<file path="src/design/bmfx_pkg.sv">
`default_nettype none

package bmfx_pkg;

  localparam logic [7:0] SYNC0_BYTE = 8'hA0;
  localparam logic [7:0] SYNC1_BYTE = 8'hA1;
  localparam logic [7:0] CR_BYTE    = 8'h0D;
  localparam logic [7:0] LF_BYTE    = 8'h0A;

  // Input word
  typedef struct packed {
    logic [7:0]  payload_byte;
    logic [15:0] payload_length;
  } in_word_t;

  // Output word
  typedef struct packed {
    logic [7:0] out_byte;
    logic       last_of_run;
    logic       frame_end;
  } out_word_t;

  // Slot of a byte within the sequence one input word can produce
  typedef enum logic [2:0] {
    POS_SYNC0 = 3'd0,
    POS_SYNC1 = 3'd1,
    POS_LEN_HI = 3'd2,
    POS_LEN_LO = 3'd3,
    POS_DATA  = 3'd4,
    POS_CSUM  = 3'd5,
    POS_CR    = 3'd6,
    POS_LF    = 3'd7
  } pos_t;

  // Everything the emitter needs to expand one input word
  typedef struct packed {
    logic        hdr;
    logic        trl;
    logic [15:0] len;
    logic [7:0]  data;
    logic [7:0]  csum;
  } plan_t;

endpackage

`default_nettype wire

</file>
<file path="src/design/bmfx_frame_ctl.sv">
`default_nettype none

module bmfx_frame_ctl import bmfx_pkg::*; (
  input  wire logic     clk,
  input  wire logic     rst_n,
  input  wire logic     accept,
  input  wire in_word_t in_word,
  output plan_t         plan
);

  logic [15:0] remaining_r, remaining_nxt;
  logic [7:0]  xor_r, xor_nxt;
  logic        idle;
  logic [15:0] len_s;
  logic [15:0] base;
  logic [7:0]  xor_base;

  always_comb begin
    idle     = (remaining_r == 16'd0);
    // zero length is raised to one
    len_s    = (in_word.payload_length == 16'd0) ? 16'd1 : in_word.payload_length;
    base     = idle ? len_s : remaining_r;
    xor_base = idle ? 8'd0 : xor_r;

    remaining_nxt = base - 16'd1;
    xor_nxt       = (remaining_nxt == 16'd0) ? 8'd0 : (xor_base ^ in_word.payload_byte);

    plan.hdr  = idle;
    plan.trl  = (remaining_nxt == 16'd0);
    plan.len  = len_s;
    plan.data = in_word.payload_byte;
    plan.csum = xor_base ^ in_word.payload_byte;
  end

  always_ff @(posedge clk) begin
    if (!rst_n) begin
      remaining_r <= 16'd0;
      xor_r       <= 8'd0;
    end else if (accept) begin
      remaining_r <= remaining_nxt;
      xor_r       <= xor_nxt;
    end
  end

endmodule

`default_nettype wire

</file>
<file path="src/design/bmfx_emitter.sv">
`default_nettype none

module bmfx_emitter import bmfx_pkg::*; (
  input  wire logic  clk,
  input  wire logic  rst_n,
  input  wire logic  plan_load,
  input  wire plan_t plan_in,
  output logic       plan_free,
  output logic       out_valid,
  input  wire logic  out_ready,
  output out_word_t  out_data
);

  logic      plan_vld_r, plan_vld_nxt;
  plan_t     plan_r;
  pos_t      idx_r, idx_nxt;
  pos_t      end_pos;
  logic      out_vld_r, out_vld_nxt;
  out_word_t out_r, out_nxt;
  logic      out_load;
  logic      plan_take;

  always_comb begin
    end_pos   = plan_r.trl ? POS_LF : POS_DATA;
    out_load  = plan_vld_r && (!out_vld_r || out_ready);
    plan_take = out_load && (idx_r == end_pos);
    plan_free = !plan_vld_r || plan_take;

    out_nxt.last_of_run = (idx_r == end_pos);
    out_nxt.frame_end   = (idx_r == POS_LF);
    unique case (idx_r)
      POS_SYNC0:  out_nxt.out_byte = SYNC0_BYTE;
      POS_SYNC1:  out_nxt.out_byte = SYNC1_BYTE;
      POS_LEN_HI: out_nxt.out_byte = plan_r.len[15:8];
      POS_LEN_LO: out_nxt.out_byte = plan_r.len[7:0];
      POS_DATA:   out_nxt.out_byte = plan_r.data;
      POS_CSUM:   out_nxt.out_byte = plan_r.csum;
      POS_CR:     out_nxt.out_byte = CR_BYTE;
      POS_LF:     out_nxt.out_byte = LF_BYTE;
      default:    out_nxt.out_byte = 8'd0;
    endcase

    // advance slot, or restart at a freshly loaded plan
    if (plan_load) begin
      idx_nxt = plan_in.hdr ? POS_SYNC0 : POS_DATA;
    end else if (out_load) begin
      idx_nxt = pos_t'(idx_r + 3'd1);
    end else begin
      idx_nxt = idx_r;
    end

    if (plan_load) begin
      plan_vld_nxt = 1'b1;
    end else if (plan_take) begin
      plan_vld_nxt = 1'b0;
    end else begin
      plan_vld_nxt = plan_vld_r;
    end

    if (out_load) begin
      out_vld_nxt = 1'b1;
    end else if (out_ready) begin
      out_vld_nxt = 1'b0;
    end else begin
      out_vld_nxt = out_vld_r;
    end
  end

  always_ff @(posedge clk) begin
    if (!rst_n) begin
      plan_vld_r <= 1'b0;
      out_vld_r  <= 1'b0;
      idx_r      <= POS_SYNC0;
    end else begin
      plan_vld_r <= plan_vld_nxt;
      out_vld_r  <= out_vld_nxt;
      idx_r      <= idx_nxt;
    end
  end

  always_ff @(posedge clk) begin
    if (plan_load) begin
      plan_r <= plan_in;
    end
    if (out_load) begin
      out_r <= out_nxt;
    end
  end

  assign out_valid = out_vld_r;
  assign out_data  = out_r;

  a_no_overwrite: assert property (@(posedge clk) disable iff (!rst_n)
    plan_load |-> plan_free)
    else $error("plan loaded while previous plan still pending");

  a_end_is_last: assert property (@(posedge clk) disable iff (!rst_n)
    (out_vld_r && out_r.frame_end) |-> out_r.last_of_run)
    else $error("frame end without last_of_run");

  a_idx_bound: assert property (@(posedge clk) disable iff (!rst_n)
    (plan_vld_r && !plan_r.trl) |-> (idx_r == POS_SYNC0 || idx_r == POS_SYNC1 ||
      idx_r == POS_LEN_HI || idx_r == POS_LEN_LO || idx_r == POS_DATA))
    else $error("slot past data byte without trailer");

  a_reset_idle: assert property (@(posedge clk)
    $past(!rst_n) |-> (!out_vld_r && !plan_vld_r))
    else $error("valid state survived reset");

endmodule

`default_nettype wire

</file>
<file path="src/design/binary_message_framer_xor.sv">
`default_nettype none

// Channel  Direction  Handshake            Word
// in_      input      in_valid/in_ready    in_word_t  {payload_byte, payload_length}
// out_     output     out_valid/out_ready  out_word_t {out_byte, last_of_run, frame_end}
//
// Expansion: mid-frame, one input word becomes one output word; a new word is taken
//   every cycle while out_ready stays high. The first word of a frame adds the header,
//   the closing word the checksum and trailer, a one-byte frame both; the emitter's
//   single plan slot takes no new word until the last byte of its plan is loaded.
// Path: a taken word is registered as a plan, then each byte in the output register.
// Reset: rst_n synchronous, active low; clears byte countdown, checksum and valid flags.
// Stalls: out_ready low holds the output register; the plan slot then fills and
//   in_ready drops until the emitter drains.
module binary_message_framer_xor import bmfx_pkg::*; (
  input  wire logic      clk,
  input  wire logic      rst_n,
  input  wire logic      in_valid,
  output logic           in_ready,
  input  wire in_word_t  in_data,
  output logic           out_valid,
  input  wire logic      out_ready,
  output out_word_t      out_data
);

  logic  in_accept;
  logic  plan_free;
  plan_t plan;

  // take a word whenever the emitter's plan slot is free or freeing this cycle
  assign in_ready  = plan_free;
  assign in_accept = in_valid && plan_free;

  // frame tracking: length countdown and running checksum
  bmfx_frame_ctl u_ctl (
    .clk     (clk),
    .rst_n   (rst_n),
    .accept  (in_accept),
    .in_word (in_data),
    .plan    (plan)
  );

  // expand each plan into its byte, plus header and trailer words where the plan asks
  bmfx_emitter u_emit (
    .clk       (clk),
    .rst_n     (rst_n),
    .plan_load (in_accept),
    .plan_in   (plan),
    .plan_free (plan_free),
    .out_valid (out_valid),
    .out_ready (out_ready),
    .out_data  (out_data)
  );

endmodule

`default_nettype wire

</file>
<file path="config.mk">
export PLATFORM = sky130hd
export DESIGN_NAME = binary_message_framer_xor
export DESIGN_NICKNAME = d
export VERILOG_FILES = /design/src/design/bmfx_pkg.sv /design/src/design/bmfx_frame_ctl.sv /design/src/design/bmfx_emitter.sv /design/src/design/binary_message_framer_xor.sv
export SDC_FILE = /design/constraint.sdc
export NUM_CORES = 1
export LEC_CHECK = 0
export BUFFER_PORTS_ARGS = -buffer_cell sky130_fd_sc_hd__buf_2
export CAP_MARGIN = 5
export CORE_ASPECT_RATIO = 0.5
export CORE_UTILIZATION = 45
export CTS_BUF_LIST = sky130_fd_sc_hd__clkbuf_8
export CTS_CLUSTER_DIAMETER = 150
export DETAILED_ROUTE_END_ITERATION = 10
export GPL_TIMING_DRIVEN = 0
export MAX_ROUTING_LAYER = met4
export PLACE_DENSITY = 0.65
export SYNTH_ARGS = -nofsm -noshare
export SYNTH_HDL_FRONTEND = slang
export SYNTH_SLANG_ARGS = --single-unit
export TNS_END_PERCENT = 50
</file>
<file path="constraint.sdc">
create_clock -name clk -period 4.9 [get_ports clk]
set_input_delay 0.49 -clock clk [delete_from_list [all_inputs] [get_ports clk]]
set_output_delay 0.49 -clock clk [all_outputs]
set_load 0.05 [all_outputs]
</file>
After elaboration in Yosys (flattened, before gate mapping)
Index checks and enable logic that the tools add are counted.
Widths: inputs -> output; s select.
{ "op_classes": {"n_addsub": 2, "n_eq_ne": 8, "n_mux": 13, "n_bitwise": 1, "reduce_logical": 14} }
{ "op_table": {"columns": ["cell", "n"], "rows": [
  ["$pmux 8 s8", 1],
  ["$logic_not 16->1", 3],
  ["$mux 16", 2],
  ["$mux 8", 2],
  ["$sub 16x1->16 const B", 1],
  ["$eq 3x3->1 const B", 4],
  ["$mux 3", 3],
  ["$xor 8x8->8", 1],
  ["$eq 3x2->1 const B", 2],
  ["$reduce_bool 2->1", 3],
  ["$mux 1", 4],
  ["$add 3x1->3 const B", 1],
  ["$eq 3x1->1 const B", 1],
  ["$eq 3x3->1", 1],
  ["$logic_and 1x1->1", 3],
  ["$logic_not 3->1", 1],
  ["$logic_not 1->1", 2],
  ["$logic_or 1x1->1", 2],
  ["$mux 2", 1]
]} }
{ "totals": {"register_bits": 72, "input_bits": 28, "out_inout_bits": 12, "word_cells": 50} }

Longest topological paths before layout
{ "depth": {"depth_word": 7, "ltp_mapped": 15, "mapped_depth_nobuf": 12} }

By module
A second synthesis with hierarchy kept.
{ "unflattened": {"hier_cells": 372, "hier_area_um2": 3833.7} }
{ "by_module_without_submodules": {"columns": ["mod", "n_inst", "cells_per_inst", "area_each_um2", "seq_area_each_um2"], "rows": [
  ["bmfx_frame_ctl", 1, 253, 1991.9, 480.5],
  ["bmfx_emitter", 1, 118, 1835.5, 1391.3],
  ["binary_message_framer_xor", 1, 1, 6.3, 0.0]
]} }

Least setup slack after synthesis
Ideal clock, no wire load.
{ "synth_timing": {"kind": "flip-flop to flip-flop", "startpoint": "register u_ctl.remaining_r[0]", "endpoint": "register u_emit.plan_r[32] (netlist bit), data pin", "setup_time_ns": 0.257, "arrival_time_ns": 3.809, "t_required_ns": 4.643, "slack_ns": 0.834, "stages_incl_launch_ff": 15, "path_buffers": 3, "synth_period_minus_slack_ns": 4.066, "cell_sequence": "dfxtp_1 > buf_2 > nor4_4 > and4_1 > clkbuf_1 > clkbuf_1 > a21oi_1 > ha_1 > or4b_4 > a21oi_1 > a211oi_1 > o2111ai_1 > or3_1 > or4b_4 > a2111oi_4"} }
{ "synth_rtl": {"columns": ["element", "line", "source"], "rows": [
  ["from (decl)", "bmfx_frame_ctl.sv:11", "logic [15:0] remaining_r, remaining_nxt;"],
  ["from (signal assigned)", "bmfx_frame_ctl.sv:40", "remaining_r <= remaining_nxt;"],
  ["to (signal assigned)", "bmfx_emitter.sv:83", "plan_r <= plan_in;"],
  ["to (decl)", "bmfx_emitter.sv:15", "plan_t plan_r;"]
]} }

==> results by group <==
Critical path
  • Critical Path Max Stage Delay: 560 ps
  • CP max stage cell: or4b_4
  • Critical Path AT: 4880 ps
  • Crit path capture: u_ctl.xor_r[5]$_SDFFE_PN0P_
  • Worst R2R Start: u_ctl.remaining_r[9]$_SDFFE_PN0P_
  • Critical-path maximum fanout: 10
  • Crit path max-delay family: simple AND/OR/NAND/NOR gates
  • Worst Setup End Kind: flop
  • Critical register-to-register path endpoint: u_ctl.xor_r[5]$_SDFFE_PN0P_
  • WS Path Type: reg2reg
  • Reg2reg path depth: 15
  • Worst setup startpoint: u_ctl.remaining_r[9]$_SDFFE_PN0P_
  • CP Depth: 15
  • Crit path buffers/inverters: 3
  • Worst path cell trace: nor4_2, and4_1, clkbuf_2, clkbuf_2, a21oi_1, ha_1, or4b_4, a21oi_1, a211oi_1, o2111ai_1, or3_1, or4b_4, a2111oi_4, buf_12, o21ai_1
  • Critical Path Source Type: flop
  • R2R Setup Slk: 260 ps
  • Worst EP required: a little over 5000 ps

Clock tree
  • CTS sink count: 72
  • Skew-Pair Late Insertion Delay: 350 ps
  • Clock root buffer: clkbuf_8
  • Hold Buf Count CTS: 0
  • CTS Buf Count: 9
  • Clock Tree Buf Depth: 2
  • CTS clock-pin slew for the worst setup and hold paths: 70 ps
  • H-tree levels: 3
  • CTS tree: built

Die
  • Die H: a little under 70 um
  • I/O pins: 40
  • Overall die width: between 100 and 150 um
  • Die area: 9000 um^2
  • Initial core utilization: 0.474
  • Rows: 23
  • Placeable Area: 8170 um^2

Global routing
  • Grt met1 use: 0.300
  • Congestion Overflow GR: 0
  • Global-route usage over all layers: 0.235
  • Initial antenna violation count: 0
  • Global Route met2 Usage: 0.376
  • Largest net degree at the start of global routing: 36
  • Vias in the first global route: 2788
  • Grt peak-use layer: met2
  • Met3 usage: 0.0646
  • Global-route wire length before repair: about 15 mm

Timing
  • Final Hold Fails: 0
  • Final worst path period share: 0.947
  • Worst Skew: between 8 and 9 ps
  • Crit path time final: 4640 ps
  • Fin. max-slew vios: 0
  • Relative slew slack: 0.495
  • Peak Freq: 0.215 GHz
  • Tightest Pin Transition: 752 ps
  • RSZ-0062 raised after global routing: no
  • Setup_tns: 0 ps
  • # setup viols final: 0

Placed design
  • Cell count after placement: 550
  • GPL Wtd Cong: 0.885
  • DPL Wire Length: 6.89 mm
  • Port bufs: 37

Pwr
  • Total power: ~2.5 mW
  • P_leak: around 1.6 nW
  • Peak supply drop: 208 uV
  • PwrDens: 571 nW/um^2

Job
  • Max cap viols: 0

Yosys
  • Top cell type's share of synthesized area: 0.334
  • EDFF count, synth: 43
  • Mean post-synth cell area: 9.67 um^2
  • Synthesized flop and latch total: 72
  • Post-synth top flop: edfxtp_1
  • Synth area leaders: edfxtp_1 33%, dfxtp_1 15%, nand2_1 4.7%, clkbuf_1 3.3%, a21oi_1 2.7%
  • Cells after synthesis: 400
  • Mapped Nets: 436
  • Post-synthesis cell area: 3870 um^2
  • Top cell type by total area after synthesis: edfxtp_1
  • YS warnings: 0
  • Ys async rst share: 0
  • Yosys cell types: 64
  • Sequential share of the synthesized area: 0.484

Final layout
  • Layout cells sized above 1: 0.165
  • Most frequent cells in the layout: 48 x nand2_1, 43 x edfxtp_1, 41 x buf_2
  • Fin cells: 567
  • Commonest non-fill, non-tap cell in the layout: nand2_1
  • Ant. Diodes: 0
  • Layout fillers: roughly 770
  • Layout Nets: 486
  • Layout area overhead: 14.4%
  • Layout Utilization: 0.542

Detailed routing
  • Post-route ant nets: 0
  • DR iter-0 viols: between 300 and 400
  • DR WL/cell: about 17 um
  • Via density per instance: 5.65
  • Detailed-route wire length: 9.81 mm
  • Number of remaining DRC errors: 0
  • Via count: 3204
  • DRT Pass-1 Iters: 5

Worst hold path
  • Worst Hold Class: in2reg
  • Hold path depth: 1
  • Hold Startpoint: in_data[22]

Status
  • Status: finished, final reports clean
cell usage after synthesis (all sizes together), types with 3 or more instances:
master  instances
nand3b          3
xor2            4
nor2           20
a31oi           6
mux2i           3
a21boi          6
a211oi          4
inv            10
dfxtp          29
a22oi           5
nor4           10
nor2b           7
nor3           11
nand2          48
o21ai          27
edfxtp         43
or3             6
buf             6
clkbuf         34
and2           10
and3            4
xnor2          10
nor3b           3
nand3          16
o211ai          5
ha              8
a21oi          21
worst register-to-register path: stages (launching register included):
cell and delay, ps:
dfxtp_1 390, nor4_2 460, and4_1 360, clkbuf_2 280, clkbuf_2 310, a21oi_1 140, ha_1 310, or4b_4 270
a21oi_1 40, a211oi_1 220, o2111ai_1 160, or3_1 380, or4b_4 560, a2111oi_4 390, buf_12 180, o21ai_1 70
cell type report:
cell class,count,area (um^2),share of cell area
Buffer,40,166,0.0376
Sequential cell,72,1870,0.423
Clock inverter,7,65.1,0.0147
Multi-Input combinational cell,278,1800,0.406
Inverter,10,37.5,0.00848
Tap cell,112,140,0.0316
Clock buffer,9,124,0.0280
Timing Repair Buffer,39,225,0.0509
power by group:
part	internal, mW	switching, mW	leakage [nW]
combinational	0.496	0.770	0.883
sequential	0.745	0.0657	0.649
clock	0.231	0.222	0.106
total	1.47	1.06	1.64
stage by stage:
step                      setup WS [ps]  hold WS (ps)  area [um^2]
after global routing               76.6           313         4430
final                               259           335         4430
after floorplan                     834           426         3870
after CTS                           139           322         4430
after global placement             -268           434         4200
after detailed placement           -204           437         4220
state kept, by name (all words and copies together) (netlist names):
| name | flops |
|---|---|
| u_emit.plan_r | 33 |
| u_ctl.remaining_r | 16 |
| u_emit.out_data | 10 |
| u_ctl.xor_r | 8 |
| u_emit.idx_r | 3 |
| u_emit.out_valid | 1 |
| u_emit.plan_vld_r | 1 |
cells by family after synthesis:
| group | share of synthesized area |
|---|---|
| buf+inv | 0.0517 |
| simple gates | 0.223 |
| fa+ha+maj | 0.0259 |
| flops | 0.484 |
| xor+xnor | 0.0317 |
| compound gates | 0.173 |
| mux | 0.0107 |
worst min path at each step:
stage	end	slack, ps
finish	u_emit.plan_r[14]$_DFFE_PP_	340
global route	u_emit.plan_r[14]$_DFFE_PP_	310
CTS	u_emit.plan_r[14]$_DFFE_PP_	320
detailed placement	u_ctl.xor_r[2]$_SDFFE_PN0P_	440
global placement	u_ctl.xor_r[2]$_SDFFE_PN0P_	430
floorplan	u_ctl.xor_r[0]$_SDFFE_PN0P_	430
per-layer routing:
metal	wire length, um	share of wire
met3	640	0.065
met4	75	0.0076
met1	4620	0.47
met2	4480	0.46
met5	0	0
what timing repair did:
action	in CTS	in global routing
setup endpoints to repair	9	9
pin swaps	1	0
resized for setup	1	2
setup buffers	1	0
(Power assumes the default switching activity.)
